`src/pca_pkg.sv`:
```
// Shared types and constants of the pileup coverage accumulator.
package pca_pkg;

  localparam int TID_W  = 16;
  localparam int POS_W  = 31;
  localparam int QUAL_W = 8;
  localparam int DEP_W  = 48;
  localparam int QS_W   = 56;
  localparam int BIN_W  = 6;
  localparam int CFG_IDX_W = 3;

  localparam logic [POS_W-1:0] MAX31 = '1;
  localparam logic [DEP_W-1:0] MAX48 = '1;
  localparam logic [QS_W-1:0]  MAX56 = '1;

  localparam logic [BIN_W-1:0] BIN_COUNT_RST = 6'd50;

  localparam logic [CFG_IDX_W-1:0] CFG_MIN_QUAL   = 3'd0;
  localparam logic [CFG_IDX_W-1:0] CFG_REGION_EN  = 3'd1;
  localparam logic [CFG_IDX_W-1:0] CFG_REGION_BEG = 3'd2;
  localparam logic [CFG_IDX_W-1:0] CFG_REGION_END = 3'd3;
  localparam logic [CFG_IDX_W-1:0] CFG_HIST_EN    = 3'd4;
  localparam logic [CFG_IDX_W-1:0] CFG_BIN_COUNT  = 3'd5;

  localparam logic KIND_SUMMARY = 1'b0;
  localparam logic KIND_BIN     = 1'b1;

  // One classified input beat as it sits in the queue.
  typedef struct packed {
    logic              flush;
    logic [TID_W-1:0]  tid;
    logic [POS_W-1:0]  tlen;
    logic [POS_W-1:0]  pos;
    logic              keep;
    logic              hasq;
    logic [QUAL_W-1:0] qual;
    logic              lastpos;
  } item_t;

  typedef struct packed {
    logic              kind;
    logic [TID_W-1:0]  target;
    logic [POS_W-1:0]  span_begin;
    logic [POS_W-1:0]  span_end;
    logic [POS_W-1:0]  covered;
    logic [DEP_W-1:0]  depth;
    logic [QS_W-1:0]   qsum;
    logic [BIN_W-1:0]  bin_index;
    logic [POS_W-1:0]  bin_value;
    logic              last;
  } res_t;

  typedef struct packed {
    logic             start;
    logic [POS_W-1:0] dividend;
    logic [POS_W-1:0] divisor;
  } div_req_t;

  typedef struct packed {
    logic             busy;
    logic             done;
    logic [POS_W-1:0] quotient;
  } div_rsp_t;

endpackage

```
`src/pca_front.sv`:
```
// Front end: accepts input beats, classifies them and queues them for the back end.
module pca_front (
  input  logic                  clk,
  input  logic                  rst,
  input  logic                  in_valid,
  output logic                  in_ready,
  input  logic                  action,
  input  logic [15:0]           target_id,
  input  logic [30:0]           target_length,
  input  logic [30:0]           position,
  input  logic                  is_deletion,
  input  logic                  is_ref_skip,
  input  logic                  has_quality,
  input  logic [7:0]            base_qual,
  input  logic                  last_at_position,
  input  logic [7:0]            min_base_qual,
  output logic                  q_valid,
  output pca_pkg::item_t        q_item,
  input  logic                  q_pop
);
  import pca_pkg::*;

  item_t      slots [2];
  logic       wp;
  logic       rp;
  logic [1:0] cnt;
  item_t      cls;
  logic       push;

  always_comb begin
    cls.flush   = action;
    cls.tid     = target_id;
    cls.tlen    = target_length;
    cls.pos     = position;
    cls.keep    = !is_deletion && !is_ref_skip && !(has_quality && base_qual < min_base_qual);
    cls.hasq    = has_quality;
    cls.qual    = base_qual;
    cls.lastpos = last_at_position;
  end

  assign in_ready = (cnt != 2'd2);
  assign push     = in_valid && in_ready;
  assign q_valid  = (cnt != 2'd0);
  assign q_item   = slots[rp];

  always_ff @(posedge clk) begin
    if (push) begin
      slots[wp] <= cls;
    end
  end

  always_ff @(posedge clk) begin
    if (rst) begin
      wp  <= 1'b0;
      rp  <= 1'b0;
      cnt <= 2'd0;
    end else begin
      if (push) begin
        wp <= ~wp;
      end
      if (q_pop) begin
        rp <= ~rp;
      end
      cnt <= cnt + 2'(push) - 2'(q_pop);
    end
  end

endmodule

```
`src/pca_div.sv`:
```
// Serial restoring divider, one quotient bit per cycle.
module pca_div (
  input  logic                clk,
  input  logic                rst,
  input  pca_pkg::div_req_t   req,
  output pca_pkg::div_rsp_t   rsp
);
  import pca_pkg::*;

  logic [POS_W-1:0] rem;
  logic [POS_W-1:0] quo;
  logic [POS_W-1:0] dvs;
  logic [4:0]       cnt;
  logic             run;
  logic [POS_W:0]   shifted;
  logic [POS_W+1:0] trial;

  assign shifted = {rem, quo[POS_W-1]};
  assign trial   = {1'b0, shifted} - {2'b00, dvs};

  assign rsp.busy     = run;
  assign rsp.done     = run && (cnt == 5'd0);
  assign rsp.quotient = quo;

  always_ff @(posedge clk) begin
    if (req.start) begin
      rem <= '0;
      quo <= req.dividend;
      dvs <= req.divisor;
    end else if (run && cnt != 5'd0) begin
      if (trial[POS_W+1]) begin
        rem <= shifted[POS_W-1:0];
        quo <= {quo[POS_W-2:0], 1'b0};
      end else begin
        rem <= trial[POS_W-1:0];
        quo <= {quo[POS_W-2:0], 1'b1};
      end
    end
  end

  always_ff @(posedge clk) begin
    if (rst) begin
      run <= 1'b0;
      cnt <= 5'd0;
    end else if (req.start) begin
      run <= 1'b1;
      cnt <= 5'(POS_W);
    end else if (run) begin
      if (cnt == 5'd0) begin
        run <= 1'b0;
      end else begin
        cnt <= cnt - 5'd1;
      end
    end
  end

endmodule

```
`src/pca_back.sv`:
```
// Back end: accumulates per-target coverage, keeps the bin store and emits results.
module pca_back #(
  parameter int MAX_BINS = 63
) (
  input  logic                clk,
  input  logic                rst,
  input  logic                q_valid,
  input  pca_pkg::item_t      q_item,
  output logic                q_pop,
  input  logic                region_enable,
  input  logic [30:0]         region_begin,
  input  logic [30:0]         region_end,
  input  logic                hist_enable,
  input  logic [5:0]          bin_count,
  output pca_pkg::div_req_t   div_req,
  input  pca_pkg::div_rsp_t   div_rsp,
  output logic                out_valid,
  input  logic                out_ready,
  output pca_pkg::res_t       out_res
);
  import pca_pkg::*;

  localparam int IW = (MAX_BINS > 1) ? $clog2(MAX_BINS) : 1;
  localparam logic [BIN_W-1:0] MAXB = BIN_W'(MAX_BINS);

  typedef enum logic [6:0] {
    ST_IDLE  = 7'b0000001,
    ST_TDIV  = 7'b0000010,
    ST_ENTRY = 7'b0000100,
    ST_BDIV  = 7'b0001000,
    ST_BRD   = 7'b0010000,
    ST_ESUM  = 7'b0100000,
    ST_EBIN  = 7'b1000000
  } state_t;

  state_t            state;
  logic              tv;
  logic [TID_W-1:0]  active_target;
  logic [POS_W-1:0]  span_limit;
  logic [POS_W-1:0]  bw;
  logic [BIN_W-1:0]  biu;
  logic [POS_W-1:0]  cov;
  logic [DEP_W-1:0]  dep;
  logic [QS_W-1:0]   qs;
  logic              pk;
  logic [IW-1:0]     idx;
  logic [IW-1:0]     bidx;
  logic [POS_W-1:0]  mem [MAX_BINS];
  logic [MAX_BINS-1:0] vld;
  logic [POS_W-1:0]  rdata;
  logic              rvld;

  logic [POS_W-1:0]  beg;
  logic [POS_W-1:0]  lim_new;
  logic [POS_W-1:0]  len;
  logic [BIN_W-1:0]  cap;
  logic [BIN_W-1:0]  nb_new;
  logic              in_span;
  logic              keep_in;
  logic              kept_now;
  logic [QS_W:0]     qsum;
  logic [BIN_W-1:0]  nb_emit;
  logic              slot_free;
  logic              out_load;
  logic              last_bin;
  logic              new_tgt;
  logic [POS_W-1:0]  cur_bin;
  logic [POS_W-1:0]  inc_bin;
  logic [IW-1:0]     rd_addr;
  logic              mem_we;
  logic              clr_acc;
  logic              bin_go;

  always_comb begin
    beg       = region_enable ? region_begin : '0;
    lim_new   = region_enable ? region_end : q_item.tlen;
    len       = (lim_new > beg) ? lim_new - beg : '0;
    cap       = (bin_count < MAXB) ? bin_count : MAXB;
    nb_new    = (len < POS_W'(cap)) ? len[BIN_W-1:0] : cap;
    in_span   = (q_item.pos >= beg) && (q_item.pos < span_limit);
    keep_in   = in_span && q_item.keep;
    kept_now  = pk || keep_in;
    qsum      = {1'b0, qs} + (QS_W+1)'(q_item.qual);
    nb_emit   = hist_enable ? biu : '0;
    slot_free = !out_valid || out_ready;
    out_load  = slot_free && ((state == ST_ESUM) || (state == ST_EBIN));
    last_bin  = (BIN_W'(idx) + BIN_W'(1)) == nb_emit;
    new_tgt   = !tv || (q_item.tid != active_target);
    cur_bin   = rvld ? rdata : '0;
    inc_bin   = (cur_bin == MAX31) ? cur_bin : cur_bin + POS_W'(1);
    bin_go    = q_item.lastpos && kept_now && hist_enable && in_span && (bw != '0);
  end

  // Handshake toward the queue, divider requests and memory port control.
  always_comb begin
    q_pop   = 1'b0;
    div_req = '0;
    rd_addr = '0;
    mem_we  = 1'b0;
    clr_acc = 1'b0;
    unique case (state)
      ST_IDLE: begin
        if (q_valid) begin
          if (q_item.flush && !tv) begin
            q_pop = 1'b1;
          end else if (!q_item.flush && !tv && nb_new != '0) begin
            div_req.start    = 1'b1;
            div_req.dividend = len;
            div_req.divisor  = POS_W'(nb_new);
          end
        end
      end
      ST_TDIV: ;
      ST_ENTRY: begin
        if (bin_go) begin
          div_req.start    = 1'b1;
          div_req.dividend = q_item.pos - beg;
          div_req.divisor  = bw;
        end else begin
          q_pop = 1'b1;
        end
      end
      ST_BDIV: begin
        if (div_rsp.done) begin
          if (div_rsp.quotient < POS_W'(biu)) begin
            rd_addr = div_rsp.quotient[IW-1:0];
          end else begin
            q_pop = 1'b1;
          end
        end
      end
      ST_BRD: begin
        q_pop  = 1'b1;
        mem_we = 1'b1;
      end
      ST_ESUM: begin
        if (slot_free && nb_emit == '0) begin
          clr_acc = 1'b1;
          q_pop   = q_item.flush;
        end
      end
      ST_EBIN: begin
        rd_addr = idx;
        if (slot_free) begin
          if (last_bin) begin
            clr_acc = 1'b1;
            q_pop   = q_item.flush;
          end else begin
            rd_addr = idx + IW'(1);
          end
        end
      end
      default: ;
    endcase
  end

  always_ff @(posedge clk) begin
    if (mem_we) begin
      mem[bidx] <= inc_bin;
    end
    rdata <= mem[rd_addr];
  end

  always_ff @(posedge clk) begin
    if (rst) begin
      state         <= ST_IDLE;
      tv            <= 1'b0;
      active_target <= '0;
      span_limit    <= '0;
      bw            <= '0;
      biu           <= '0;
      cov           <= '0;
      dep           <= '0;
      qs            <= '0;
      pk            <= 1'b0;
      vld           <= '0;
      rvld          <= 1'b0;
      out_valid     <= 1'b0;
      idx           <= '0;
      bidx          <= '0;
    end else begin
      rvld <= vld[rd_addr];
      if (out_load) begin
        out_valid <= 1'b1;
      end else if (out_ready) begin
        out_valid <= 1'b0;
      end
      if (clr_acc) begin
        cov   <= '0;
        dep   <= '0;
        qs    <= '0;
        pk    <= 1'b0;
        vld   <= '0;
        tv    <= 1'b0;
        state <= ST_IDLE;
      end else if (mem_we) begin
        vld[bidx] <= 1'b1;
      end
      unique case (state)
        ST_IDLE: begin
          if (q_valid) begin
            if (q_item.flush) begin
              if (tv) begin
                state <= ST_ESUM;
              end
            end else if (tv && new_tgt) begin
              state <= ST_ESUM;
            end else if (!tv) begin
              active_target <= q_item.tid;
              tv            <= 1'b1;
              span_limit    <= lim_new;
              biu           <= nb_new;
              if (nb_new == '0) begin
                bw    <= '0;
                state <= ST_ENTRY;
              end else begin
                state <= ST_TDIV;
              end
            end else begin
              state <= ST_ENTRY;
            end
          end
        end
        ST_TDIV: begin
          if (div_rsp.done) begin
            bw    <= div_rsp.quotient;
            state <= ST_ENTRY;
          end
        end
        ST_ENTRY: begin
          if (keep_in) begin
            if (dep != MAX48) begin
              dep <= dep + DEP_W'(1);
            end
            if (q_item.hasq) begin
              qs <= qsum[QS_W] ? MAX56 : qsum[QS_W-1:0];
            end
          end
          if (q_item.lastpos) begin
            pk <= 1'b0;
            if (kept_now && cov != MAX31) begin
              cov <= cov + POS_W'(1);
            end
          end else begin
            pk <= kept_now;
          end
          state <= bin_go ? ST_BDIV : ST_IDLE;
        end
        ST_BDIV: begin
          if (div_rsp.done) begin
            if (div_rsp.quotient < POS_W'(biu)) begin
              bidx  <= div_rsp.quotient[IW-1:0];
              state <= ST_BRD;
            end else begin
              state <= ST_IDLE;
            end
          end
        end
        ST_BRD: begin
          state <= ST_IDLE;
        end
        ST_ESUM: begin
          if (slot_free) begin
            out_res.kind       <= KIND_SUMMARY;
            out_res.target     <= active_target;
            out_res.span_begin <= beg;
            out_res.span_end   <= span_limit;
            out_res.covered    <= cov;
            out_res.depth      <= dep;
            out_res.qsum       <= qs;
            out_res.bin_index  <= '0;
            out_res.bin_value  <= '0;
            out_res.last       <= (nb_emit == '0);
            if (nb_emit != '0) begin
              idx   <= '0;
              state <= ST_EBIN;
            end
          end
        end
        ST_EBIN: begin
          if (slot_free) begin
            out_res.kind       <= KIND_BIN;
            out_res.target     <= active_target;
            out_res.span_begin <= beg;
            out_res.span_end   <= span_limit;
            out_res.covered    <= '0;
            out_res.depth      <= '0;
            out_res.qsum       <= '0;
            out_res.bin_index  <= BIN_W'(idx);
            out_res.bin_value  <= cur_bin;
            out_res.last       <= last_bin;
            if (!last_bin) begin
              idx <= idx + IW'(1);
            end
          end
        end
        default: state <= ST_IDLE;
      endcase
    end
  end

  // Loading a summary into a free output slot raises out_valid.
  a_load_free: assert property (@(posedge clk) disable iff (rst)
    (state == ST_ESUM && slot_free) |=> out_valid)
    else $error("summary beat not presented after load");

  // The divider is never restarted while it still works on an earlier request.
  a_div_idle: assert property (@(posedge clk) disable iff (rst)
    div_req.start |-> !div_rsp.busy)
    else $error("divider restarted while busy");

  // The queue is only popped when it holds a beat.
  a_pop_valid: assert property (@(posedge clk) disable iff (rst)
    q_pop |-> q_valid)
    else $error("queue popped while empty");

  // After a target is closed by a flush or a target change, the bin store reads as all zero.
  a_clear_bins: assert property (@(posedge clk) disable iff (rst)
    clr_acc |=> (vld == '0) && !tv)
    else $error("bin store not cleared after flush");

endmodule

```
`src/pileup_coverage_accumulator.sv`:
```
// Top level of the pileup coverage accumulator: configuration registers and block wiring.
// An ordinary entry passes through ST_IDLE and ST_ENTRY in the back end, which pops its queue beat.
// Closing an in-span covered position, histogram on, bw != 0, adds a serial divide (ST_BDIV) and a
// read-modify-write of the bin store (ST_BRD); a target start adds the bin-width divide (ST_TDIV).
// A flush or target change emits one beat per cycle while out_ready is high, 1 + bins beats.
// Synchronous active-high reset clears control, accumulators and bin valid bits.
module pileup_coverage_accumulator #(
  parameter int MAX_BINS = 63
) (
  input  logic        clk,
  input  logic        rst,
  input  logic        cfg_valid,
  output logic        cfg_ready,
  input  logic [2:0]  cfg_index,
  input  logic [30:0] cfg_data,
  input  logic        in_valid,
  output logic        in_ready,
  input  logic        action,
  input  logic [15:0] target_id,
  input  logic [30:0] target_length,
  input  logic [30:0] position,
  input  logic        is_deletion,
  input  logic        is_ref_skip,
  input  logic        has_quality,
  input  logic [7:0]  base_qual,
  input  logic        last_at_position,
  output logic        out_valid,
  input  logic        out_ready,
  output logic        kind,
  output logic [15:0] out_target,
  output logic [30:0] span_begin,
  output logic [30:0] span_end,
  output logic [30:0] covered_bases,
  output logic [47:0] depth_sum,
  output logic [55:0] qual_sum,
  output logic [5:0]  bin_index,
  output logic [30:0] bin_value,
  output logic        last
);
  import pca_pkg::*;

  // Configuration registers. They are to be written only while the block is idle, so the back end
  // reads them live; the block itself does not enforce this.
  logic [7:0]  min_base_qual;
  logic        region_enable;
  logic [30:0] region_begin;
  logic [30:0] region_end;
  logic        hist_enable;
  logic [5:0]  bin_count;

  logic     q_valid;
  item_t    q_item;
  logic     q_pop;
  div_req_t div_req;
  div_rsp_t div_rsp;
  res_t     res;

  // The configuration channel never stalls.
  assign cfg_ready = 1'b1;

  always_ff @(posedge clk) begin
    if (rst) begin
      min_base_qual <= '0;
      region_enable <= 1'b0;
      region_begin  <= '0;
      region_end    <= '0;
      hist_enable   <= 1'b0;
      bin_count     <= BIN_COUNT_RST;
    end else if (cfg_valid) begin
      unique case (cfg_index)
        CFG_MIN_QUAL:   min_base_qual <= cfg_data[7:0];
        CFG_REGION_EN:  region_enable <= cfg_data[0];
        CFG_REGION_BEG: region_begin  <= cfg_data;
        CFG_REGION_END: region_end    <= cfg_data;
        CFG_HIST_EN:    hist_enable   <= cfg_data[0];
        CFG_BIN_COUNT:  bin_count     <= cfg_data[5:0];
        default: ;
      endcase
    end
  end

  // The front end classifies each beat (deletion, ref skip, quality limit) and queues it in two
  // slots, so input can run ahead of the back end until both slots are full.
  pca_front u_front (
    .clk              (clk),
    .rst              (rst),
    .in_valid         (in_valid),
    .in_ready         (in_ready),
    .action           (action),
    .target_id        (target_id),
    .target_length    (target_length),
    .position         (position),
    .is_deletion      (is_deletion),
    .is_ref_skip      (is_ref_skip),
    .has_quality      (has_quality),
    .base_qual        (base_qual),
    .last_at_position (last_at_position),
    .min_base_qual    (min_base_qual),
    .q_valid          (q_valid),
    .q_item           (q_item),
    .q_pop            (q_pop)
  );

  // One shared divider serves both the bin width at target start and the bin
  // number of each covered position while the histogram is on.
  pca_div u_div (
    .clk (clk),
    .rst (rst),
    .req (div_req),
    .rsp (div_rsp)
  );

  // The back end owns the accumulators, the bin store and the output register.
  pca_back #(
    .MAX_BINS (MAX_BINS)
  ) u_back (
    .clk           (clk),
    .rst           (rst),
    .q_valid       (q_valid),
    .q_item        (q_item),
    .q_pop         (q_pop),
    .region_enable (region_enable),
    .region_begin  (region_begin),
    .region_end    (region_end),
    .hist_enable   (hist_enable),
    .bin_count     (bin_count),
    .div_req       (div_req),
    .div_rsp       (div_rsp),
    .out_valid     (out_valid),
    .out_ready     (out_ready),
    .out_res       (res)
  );

  assign kind          = res.kind;
  assign out_target    = res.target;
  assign span_begin    = res.span_begin;
  assign span_end      = res.span_end;
  assign covered_bases = res.covered;
  assign depth_sum     = res.depth;
  assign qual_sum      = res.qsum;
  assign bin_index     = res.bin_index;
  assign bin_value     = res.bin_value;
  assign last          = res.last;

endmodule

```
`config.mk`:
```
export PLATFORM = sky130hd
export DESIGN_NAME = pileup_coverage_accumulator
export DESIGN_NICKNAME = d
export VERILOG_FILES = /design/src/pca_pkg.sv /design/src/pca_front.sv /design/src/pca_div.sv /design/src/pca_back.sv /design/src/pileup_coverage_accumulator.sv
export SDC_FILE = /design/constraint.sdc
export NUM_CORES = 2
export LEC_CHECK = 0
export BUFFER_PORTS_ARGS = -buffer_cell sky130_fd_sc_hd__clkbuf_2
export CORE_UTILIZATION = 25
export DETAILED_ROUTE_END_ITERATION = 16
export GPL_ROUTABILITY_DRIVEN = 0
export PLACE_DENSITY_LB_ADDON = 0.08
export SLEW_MARGIN = 20
export SYNTH_ARGS = -nofsm -noshare
export SYNTH_HDL_FRONTEND = slang
export SYNTH_SLANG_ARGS = --single-unit
```
`constraint.sdc`:
```
create_clock -name clk -period 22.8 [get_ports clk]
set_clock_uncertainty 0.1 [all_clocks]
set_input_delay 0 -clock clk [delete_from_list [all_inputs] [get_ports clk]]
set_output_delay 0 -clock clk [all_outputs]
set_load 0.02 [all_outputs]
```
==> tab_implementation.tex <==
\begin{tabular}{lr}
\hline
Metric & Value \\
\hline
\multicolumn{2}{l}{\textbf{Floorplanning}} \\
\quad Count of standard-cell rows & about 250 \\
\quad Die extent in y & between 600 and 700 um \\
\quad I/O pin cnt & about 390 \\
\quad Floorplan core area & between 400,000 and 500,000 sq um \\
\quad Die Outline Area & slightly below 500,000 sq um \\
\quad Starting Density & between 20\% and 30\% \\
\quad Width of the die & 695 um \\
\multicolumn{2}{l}{\textbf{Placed design}} \\
\quad Port Buf Inserts & 383 \\
\quad Detail Placement HPWL & 292 mm \\
\multicolumn{2}{l}{\textbf{Synthesis}} \\
\quad Portion of the post-synthesis area used by sequential elements & approximately 70\% \\
\quad Dominant cells by area after synthesis & edfxtp\_1, dfxtp\_1, nand2\_1, mux2i\_1, nand3\_1 \\
\quad Fraction of synthesized cell area taken by the top area cell type & 61.2\% \\
\quad Net count after synthesis & roughly 10,000 \\
\quad Synthesized area divided by synthesized cell count & 12.3 sq um \\
\quad Post-synthesis instance area & 120,000 sq um \\
\quad Synthesized netlist cell count & about 9,800 \\
\quad Most common flop cell mapped by yosys & edfxtp\_1 \\
\quad Register bit count reported by yosys & 2,903 \\
\quad Count of yosys warnings during synthesis & 0 \\
\quad Area leader, netlist & edfxtp\_1 \\
\quad Most instantiated library cell after synthesis & edfxtp\_1 \\
\quad Number of flops mapped to enable cells by yosys & approximately 2,400 \\
\quad Share of async-settable or async-resettable flops after synthesis & 0\% \\
\quad Number of unique standard cell types used by synthesis & 93 \\
\quad Post-synth top cells & edfxtp\_1, nand2\_1, nor2\_1 \\
\multicolumn{2}{l}{\textbf{Global route}} \\
\quad First-pass GRT wire length & 649 mm \\
\quad Number of antenna violations at the first check in global routing & between 40 and 50 \\
\quad Grt total ovfl & 0 \\
\quad Vias in the first global route & around 81,000 \\
\quad Overall global routing resource usage & a little under a fifth \\
\quad Maximum number of pins on one net before global-route repair & about 160 \\
\multicolumn{2}{l}{\textbf{Status}} \\
\quad Status & complete, but fails checks \\
\quad Violated checks & DRC \\
\multicolumn{2}{l}{\textbf{Layout}} \\
\quad Synthesis-to-finish area growth & 20.8\% \\
\quad Number of inserted filler cells in the final layout & between 40,000 and 50,000 \\
\quad Share of layout cells above drive strength 1 & approximately an eighth \\
\quad Share of the core filled with cells & between 30\% and 40\% \\
\quad Final net count & 10,732 \\
\multicolumn{2}{l}{\textbf{Setup path}} \\
\quad Family of cells with the greatest summed delay on the critical path & simple AND/OR/NAND/NOR gates \\
\quad R2r worst-path depth & 24 \\
\quad Kind of start point of the critical path & flop \\
\quad Critical Path RT & 23,350 ps \\
\quad Kind of end point of the critical path & flop \\
\quad Critical path start-end classification & reg2reg \\
\quad Library cell appearing most often on the critical path & buf\_4 \\
\quad CP bufs+invs & 4 \\
\quad Top fanout value on the critical path & 60 \\
\quad Critical Path Max Stage Delay & between 700 and 800 ps \\
\quad Crit path max-delay cell type & buf\_4 \\
\quad Worst EP arrival & about 9000 ps \\
\quad Cell depth of the worst setup path & 24 \\
\quad Cell-by-cell listing of the critical path & buf\_4, mux2i\_1, o21ai\_0, ha\_1, a21oi\_1, o21ai\_0, a22o\_1, nand4bb\_1, o211ai\_2, nand2\_1, nand2\_1, nor2\_1, ha\_1, nor4b\_1, nand4b\_1, nor4b\_1, nand4\_1, or4\_4, o21ai\_4, nor2\_4, buf\_4, inv\_2, buf\_4, o221ai\_1 \\
\multicolumn{2}{l}{\textbf{Routing}} \\
\quad Total length of routed wires & around 470 mm \\
\quad Initial DRC count & 6,960 \\
\quad Remaining routing DRC violations & 156 \\
\quad Vias after detailed routing & 82,576 \\
\quad WL per Instance & roughly 27 um \\
\quad Antenna violation net count after detailed routing & 0 \\
\quad Via/cell ratio & just under 5 \\
\quad Pre-antenna DRT Iters & 12 \\
\multicolumn{2}{l}{\textbf{Timing}} \\
\quad Post-route clock period utilization & between 30\% and 40\% \\
\quad Worst-margin pin slew & 1290 ps \\
\quad Max transition margin & 13.4\% \\
\quad Max Transition Viols Final & 0 \\
\quad Aggregate negative setup slack & 0 ps \\
\quad Number of failing setup endpoints in the final timing report & 0 \\
\quad Fin crit period & about 8200 ps \\
\quad Number of hold violations in the final report & 0 \\
\quad Max Clock Freq & roughly 0.12 GHz \\
\quad RSZ-0062 raised after global routing & false \\
\multicolumn{2}{l}{\textbf{CTS}} \\
\quad Clk root buf & clkbuf\_16 \\
\quad Later-pin clock latency in the skew report & 1000 ps \\
\quad Max clock buf depth & 4 \\
\quad Number of sinks handled by clock tree synthesis & between 2,000 and 3,000 \\
\quad Total number of H-tree levels & 5 \\
\quad TritonCTS clock tree & done \\
\quad Num CTS Buffers & 345 \\
\quad CTS clock-pin slew for the worst setup and hold paths & $\sim$60 ps \\
\quad Setup repair bufs after CTS & 0 \\
\multicolumn{2}{l}{\textbf{Power}} \\
\quad Power per cell area & between 90 and 100 nW/um\^{}2 \\
\quad Share of power burned in the clock network & roughly 42\% \\
\quad Sequential share of power & a little under half \\
\quad Internal Dissipation & approximately 9.7 mW \\
\quad Psw & roughly 3.5 mW \\
\quad Maximum vdd ir drop & approximately 0.06 mV \\
\quad Combinational cell fraction of total power & between 10\% and 20\% \\
\quad Leakage power & roughly 52 nW \\
\quad Switching part of the total & about a quarter \\
\multicolumn{2}{l}{\textbf{Min path}} \\
\quad Worst hold path type & in2reg \\
\quad Hold path cells & 3 \\
\multicolumn{2}{l}{\textbf{Flow run}} \\
\quad Max Cap Viol & 0 \\
\hline
\end{tabular}
[cell usage in the layout (no fill, tap or decap), types with 32 or more instances in the layout]
cell and instances:
mux2_2 46, ha_1 155, mux2i_1 312, and2_1 207
clkinv_1 54, a21o_1 72, o211ai_1 38, xnor2_1 67
nand2_1 1951, a22o_1 34, nand4_1 112, nor4_1 32
inv_1 183, o21ai_0 303, dfxtp_1 453, o31ai_1 44
xor2_1 63, clkbuf_2 382, buf_4 223, dlygate4sd3_1 266
and3_1 92, a31oi_1 152, a311oi_1 36, nor2_4 86
edfxtp_1 2447, a21oi_1 400, a211oi_1 60, a32oi_1 213
clkbuf_1 90, clkbuf_16 352, nand3_1 595, nor2_1 520
nor3_1 71, clkinv_2 59
[worst paths after layout]
kind | startpoint | endpoint | slack, ps
max | flop | u_div.quo[0] | 14600
min | rst | u_back.dep[29] | 90
max reg2reg | flop | u_div.quo[0] | 14600
min reg2reg | region_begin[0] | region_begin[0] | 360
[area by class of cell]
type | count | area [sq um] | area share, %
clock inverter | 170 | 1790 | 1.24
multi-input combinational | 6116 | 35700 | 24.6
antenna | 28 | 70.1 | 0.0483
clock buffer | 469 | 9520 | 6.56
sequential | 2903 | 82600 | 57.0
inverter | 186 | 698 | 0.481
tap | 6400 | 8010 | 5.52
timing repair buffer | 891 | 6650 | 4.58
[registers in the layout, indices dropped and copies added (netlist names), 48 cells and up, named ones only]
name            flops
u_back.qs          56
u_front.slots     180
u_back.vld         63
u_back.out_res    252
u_back.dep         48
u_back.mem       1953
[metrics by stage]
step	instances	setup WS (ps)	power, mW	area (sq um)	hold WS (ps)
2_1_floorplan	9758	2680	7.06	120000	-1.13
3_3_place_gp	16221	14780	7.65	131000	92.3
3_5_place_dp	16225	14790	7.65	131000	94.6
4_1_cts	17131	14720	13.3	145000	2.71
5_1_grt	17139	14050	13.7	145000	66.0
6_report	17163	14600	13.1	145000	85.7
[tightest hold or removal path: stages]
cell and delay, ps:
dlygate4sd3_1 560, clkbuf_8 340, nor2_1 180
[kinds of logic (layout without fill, tap and decap cells)]
logic type	Yosys count	count (layout)	share of synthesized area, %
AOI/OAI and AO/OA	1620	1620	8.93
xor gates and xnor gates	141	141	1.05
adders and majority gates	159	159	1.68
buffers and inverters	739	1716	2.41
DFF	2903	2903	68.8
muxes	359	359	3.05
other	1	29	0.00312
and+or+nand+nor	3836	3836	14.1
[what timing repair did]
action	CTS	global route
hold buffers	267	0
gates resized for setup	0	0
endpoints found under the setup margin	0	0
hold endpoints to repair	478	0
[layer usage]
metal / routed length, um / share of wire [%] / GRT usage [%]
met3: 20800 / 4.5 / 2.35
met4: 11000 / 2.4 / 4.29
met1: 217000 / 47 / 26.4
met2: 217000 / 46 / 30.5
met5: 27 / 0.0058 / 0
[power groups by stage]
stage                     Combinational [mW]  Clock, mW  Sequential, mW
after CTS                               1.63       5.75            5.96
after global placement                  1.58          0            6.07
after global routing                    1.77       5.94            5.97
after floorplan                         1.03          0            6.03
after detailed placement                1.58          0            6.07
final                                   1.61       5.57            5.96
Power figures use the tool's default switching activity.
